`config.mk`:
```
export PLATFORM = sky130hd
export DESIGN_NAME = khash_bucket_logic
export DESIGN_NICKNAME = d
export VERILOG_FILES = /design/src/rtl/core/khash_pkg.sv /design/src/rtl/core/khash_bucket_logic.sv
export SDC_FILE = /design/constraint.sdc
export NUM_CORES = 1
export LEC_CHECK = 0
export BUFFER_PORTS_ARGS = -buffer_cell sky130_fd_sc_hd__buf_2
export CORE_AREA = 2 2 309 311
export DETAILED_ROUTE_END_ITERATION = 10
export DIE_AREA = 0 0 311 313
export RECOVER_POWER = 25
export SETUP_SLACK_MARGIN = 0.15
export SLEW_MARGIN = 20
export SYNTH_ARGS = -nofsm -noshare
export SYNTH_HDL_FRONTEND = slang
export SYNTH_SLANG_ARGS = --single-unit
```
`constraint.sdc`:
```
create_clock -name vclk -period 6.1
set_clock_uncertainty 0.15 [all_clocks]
set_input_delay 0.61 -clock vclk [all_inputs]
set_output_delay 0.61 -clock vclk [all_outputs]
set_load 0.1 [all_outputs]
```
`src/rtl/core/khash_pkg.sv`:
```
// ----------------------------------------------------------------------------
// khash_pkg
// Shared constants, codes and types of the keyed counter hash table.
// ----------------------------------------------------------------------------
package khash_pkg;

  localparam int BUCKETS_LOG2 = 7;
  localparam int BUCKETS      = 1 << BUCKETS_LOG2;
  localparam int WAYS         = 4;
  localparam int WAY_W        = (WAYS > 1) ? $clog2(WAYS) : 1;
  localparam int SLOTS        = BUCKETS * WAYS;
  localparam int ROW_AW       = BUCKETS_LOG2;

  localparam int FUNC_W   = 2;
  localparam int KEY_W    = 32;
  localparam int TAG_W    = 32;
  localparam int CNT_W    = 16;
  localparam int STATUS_W = 2;
  localparam int ENT_W    = 10;

  typedef logic [FUNC_W-1:0]   func_t;
  typedef logic [STATUS_W-1:0] status_t;
  typedef logic [KEY_W-1:0]    key_t;
  typedef logic [TAG_W-1:0]    tag_t;
  typedef logic [CNT_W-1:0]    cnt_t;
  typedef logic [ENT_W-1:0]    ent_t;
  typedef logic [WAY_W-1:0]    way_t;

  localparam func_t OP_INSERT = 2'd0;
  localparam func_t OP_WATCH  = 2'd1;
  localparam func_t OP_REMOVE = 2'd2;
  localparam func_t OP_LOOKUP = 2'd3;

  localparam status_t ST_DONE = 2'd0;
  localparam status_t ST_DUP  = 2'd1;
  localparam status_t ST_MISS = 2'd2;
  localparam status_t ST_FULL = 2'd3;

  localparam cnt_t COUNT_MAX = {CNT_W{1'b1}};

  typedef struct packed {
    key_t key;
    tag_t tag;
    cnt_t count;
  } slot_t;

  typedef struct packed {
    logic [WAYS-1:0]  vld;
    slot_t [WAYS-1:0] slot;
  } row_t;

  typedef struct packed {
    func_t func;
    key_t  key;
    tag_t  tag;
    cnt_t  init;
  } req_t;

  typedef struct packed {
    status_t status;
    cnt_t    count;
    tag_t    tag;
  } rsp_t;

  typedef struct packed {
    logic wr;
    logic inc;
    logic dec;
  } upd_t;

endpackage

```
`src/rtl/core/khash_bucket_logic.sv`:
```
// ----------------------------------------------------------------------------
// khash_bucket_logic
// Matches a request against one bucket row and builds the updated row.
// ----------------------------------------------------------------------------
module khash_bucket_logic (
  input  khash_pkg::req_t req_i,
  input  khash_pkg::row_t row_i,
  output khash_pkg::row_t row_o,
  output khash_pkg::rsp_t rsp_o,
  output khash_pkg::upd_t upd_o
);

  logic            hit;
  logic            free;
  khash_pkg::way_t hit_way;
  khash_pkg::way_t free_way;
  khash_pkg::cnt_t cnt_cur;

  always_comb begin
    hit      = 1'b0;
    free     = 1'b0;
    hit_way  = '0;
    free_way = '0;
    for (int w = khash_pkg::WAYS - 1; w >= 0; w--) begin
      if (row_i.vld[w] && (row_i.slot[w].key == req_i.key)) begin
        hit     = 1'b1;
        hit_way = khash_pkg::WAY_W'(w);
      end
      if (!row_i.vld[w]) begin
        free     = 1'b1;
        free_way = khash_pkg::WAY_W'(w);
      end
    end
  end

  assign cnt_cur = row_i.slot[hit_way].count;

  always_comb begin
    row_o        = row_i;
    rsp_o.status = khash_pkg::ST_DONE;
    rsp_o.count  = '0;
    rsp_o.tag    = '0;
    upd_o        = '0;
    unique case (req_i.func)
      khash_pkg::OP_INSERT: begin
        if (hit) begin
          rsp_o.status = khash_pkg::ST_DUP;
        end else if (!free) begin
          rsp_o.status = khash_pkg::ST_FULL;
        end else begin
          row_o.vld[free_way]        = 1'b1;
          row_o.slot[free_way].key   = req_i.key;
          row_o.slot[free_way].tag   = req_i.tag;
          row_o.slot[free_way].count = req_i.init;
          upd_o.wr  = 1'b1;
          upd_o.inc = 1'b1;
        end
      end
      khash_pkg::OP_WATCH: begin
        if (!hit) begin
          rsp_o.status = khash_pkg::ST_MISS;
        end else begin
          if (cnt_cur != khash_pkg::COUNT_MAX) begin
            row_o.slot[hit_way].count = cnt_cur + khash_pkg::CNT_W'(1);
            upd_o.wr = 1'b1;
          end
          rsp_o.count = row_o.slot[hit_way].count;
          rsp_o.tag   = row_i.slot[hit_way].tag;
        end
      end
      khash_pkg::OP_REMOVE: begin
        if (!hit) begin
          rsp_o.status = khash_pkg::ST_MISS;
        end else begin
          row_o.vld[hit_way] = 1'b0;
          upd_o.wr  = 1'b1;
          upd_o.dec = 1'b1;
        end
      end
      khash_pkg::OP_LOOKUP: begin
        if (!hit) begin
          rsp_o.status = khash_pkg::ST_MISS;
        end else begin
          rsp_o.count = cnt_cur;
          rsp_o.tag   = row_i.slot[hit_way].tag;
        end
      end
    endcase
  end

endmodule

```
==> impl_metrics.tcl <==
set metrics [dict create \
    grt_overflow_total 0 \
    maxCapViolCount 0 \
    drt_iter0_markers 1462 \
    place_hpwl_mm 97.1 \
    rsz0062_at_grt "true" \
    stdcell_count 3598 \
    drc 0 \
    port_buffers 783 \
    num_rows 113 \
    first_pass_iters 6 \
    period_share_pct 96.1 \
    critPathLaunch "req_i[54]" \
    slew_viol_final 0 \
    dp.cells 3570 \
    drive_gt1_share_pct 52.8 \
    seq_cell_count 0 \
    synth_top_area_share_pct 20.0 \
    relSlewSlack_pct 9.33 \
    initial_core_util_pct 9.03 \
    ios 783 \
    mostFrequentLayoutCells "buf_2 (502), nand2_1 (448), buf_12 (288), buf_4 (183), nor2_1 (134)" \
    die_w_um 311 \
    ir_drop_mv 0.0647 \
    crit_end "rsp_o[32]" \
    p_leak_nw 9.16 \
    hold_violations 0 \
    grt_antenna_before_repair 57 \
    wl_per_cell_um 30.5 \
    cp-start-kind "primary input" \
    hold_class "in -> out" \
    end_kind "primary output" \
    syn_nets 1858 \
    syn_inst 1451 \
    grt_pass1_wl_mm 143 \
    grt_pass1_vias 15200 \
    die-height_um 313 \
    regArea_sq_um 0 \
    period_minus_slack_ns 5.86 \
    avgSynthCellArea_sq_um 5.86 \
    power.total_w 0.00252 \
    setup_tns_ns 0 \
    power.density_mw_per_mm2 125 \
    fin_nets 2722 \
    antenna_left 0 \
    synth_warnings 0 \
    status "complete, no violations" \
    grt_max_degree 42 \
    wirelength_mm 110 \
    yosysTopAreaCell "nand2_1" \
    netlist_area_sq_mm 0.00850 \
    crit_fanout 11 \
    grt_usage_pct 21.3 \
    setup_violations 0 \
    path_class "in -> out" \
    viasPerCell 4.36 \
    worstMarginPinSlew_ns 1.37 \
    yosys-top-cells-area "nand2_1 (20%), mux2_2 (17%), xor2_1 (12%), nor2_1 (5.9%), nor4_1 (5.4%)" \
    arrival_ns 5.10 \
    gp_congestion 0.972 \
    worst-endpoint-required_ns 5.34 \
    final_common_cell "buf_2" \
    ys_types 63 \
    vias 15700 \
    max_freq_mhz 171 \
    synthToLayoutAreaGrowth_pct 137 \
    synth_seq_area_share_pct 0 \
    clkbuf_count 0 \
    core-area_sq_mm 0.0942 \
    die-area_sq_mm 0.0973 \
]
==> layer usage <==
metal	up-vias	routed length (um)	part of all wire [%]	GRT usage [%]
li1	6814	-	-	-
met5	-	308	0.28	0
met1	7584	44900	41	27.2
met4	48	4110	3.7	5.78
met3	183	11400	10	6.48
met2	1062	49100	45	34.6
==> through the flow <==
stage / utilization (%) / hold WS [ns] / setup WS [ns] / cell area [sq um]
floorplan: - / 1.36 / -0.476 / 9150
global placement: 21.1 / 1.47 / -0.612 / 19800
detailed placement: 21.1 / 1.47 / -0.550 / 19800
CTS: 21.1 / 1.47 / 0.136 / 19900
global route: 21.3 / 1.49 / 0.00440 / 20100
finish: 21.4 / 1.48 / 0.238 / 20100
==> timing repair <==
item | CTS | global route
hold buffers | 0 | 0
gates resized for setup | 12 | 36
cloned | 0 | 0
endpoints found under the setup margin | 80 | 59
setup buffers | 0 | 8
pin swaps | 3 | 19
==> how the worst min path moves through the flow <==
stage	start	endpoint	slack, ns	depth (start not counted)
floorplan	row_i[244]	row_o[244]	1.36	2
global placement	row_i[257]	row_o[257]	1.47	4
detailed placement	row_i[286]	row_o[286]	1.47	4
CTS	row_i[267]	row_o[267]	1.47	4
global route	row_i[267]	row_o[267]	1.49	4
finish	row_i[267]	row_o[267]	1.48	4
==> kinds of logic after synthesis <==
kind of cell | after synthesis | share of synthesized area [%]
xor gates and xnor gates | 143 | 14.8
adders and majority gates | 1 | 0.147
and+or+nand+nor | 774 | 39.9
buffers and inverters | 152 | 7.47
AOI/OAI and AO/OA | 244 | 19.6
muxes | 137 | 18.1
==> final cells by class <==
| class | count | area (sq um) |
|---|---|---|
| diodes | 20 | 50.0 |
| multi-input cells | 1299 | 8610 |
| inverters | 19 | 73.8 |
| well taps | 1265 | 1580 |
| fillers | 10600 | 74100 |
| repair buffers | 995 | 9800 |
==> synth_stat cells, types with 6 or more instances <==
library cell / number
a21oi_1: 39
nand4_1: 12
xnor2_1: 21
inv_1: 18
o21ai_0: 39
a2bb2oi_1: 6
nand3_1: 15
nor2_1: 134
nor2b_1: 11
buf_2: 43
nor3_1: 24
nand4b_1: 7
mux2i_1: 6
buf_1: 12
a221oi_1: 7
a22oi_1: 12
a211oi_1: 6
o31ai_1: 6
o22ai_1: 60
mux2_2: 131
and3_1: 6
a21o_1: 7
a221o_1: 25
nor4_1: 73
clkbuf_1: 76
nand2_1: 453
nand2b_1: 12
xor2_1: 121
==> where the power goes <==
| group | total [W] | internal, W | switching [W] |
|---|---|---|---|
| Clock | 0.000000000406 | 0.000000000406 | 0 |
| Combinational | 0.00252 | 0.000740 | 0.00178 |
| Sequential | 0 | 0 | 0 |
| Total | 0.00252 | 0.000740 | 0.00178 |
==> critical path, stage by stage <==
cell,delay [ns]
buf_4,0.13
buf_8,0.14
xor2_4,0.15
nor4_4,0.44
nand3_2,0.18
buf_6,0.16
or4_4,0.52
a31oi_4,0.21
buf_12,0.16
buf_12,0.13
o22ai_1,0.09
a21o_1,0.22
nand4b_1,0.26
buf_4,0.20
nor4_4,0.28
buf_4,0.19
buf_4,0.15
a21oi_1,0.07
nor4_1,0.25
o21ai_1,0.15
a21oi_4,0.20
buf_12,0.21
Power figures use the tool's default switching activity.
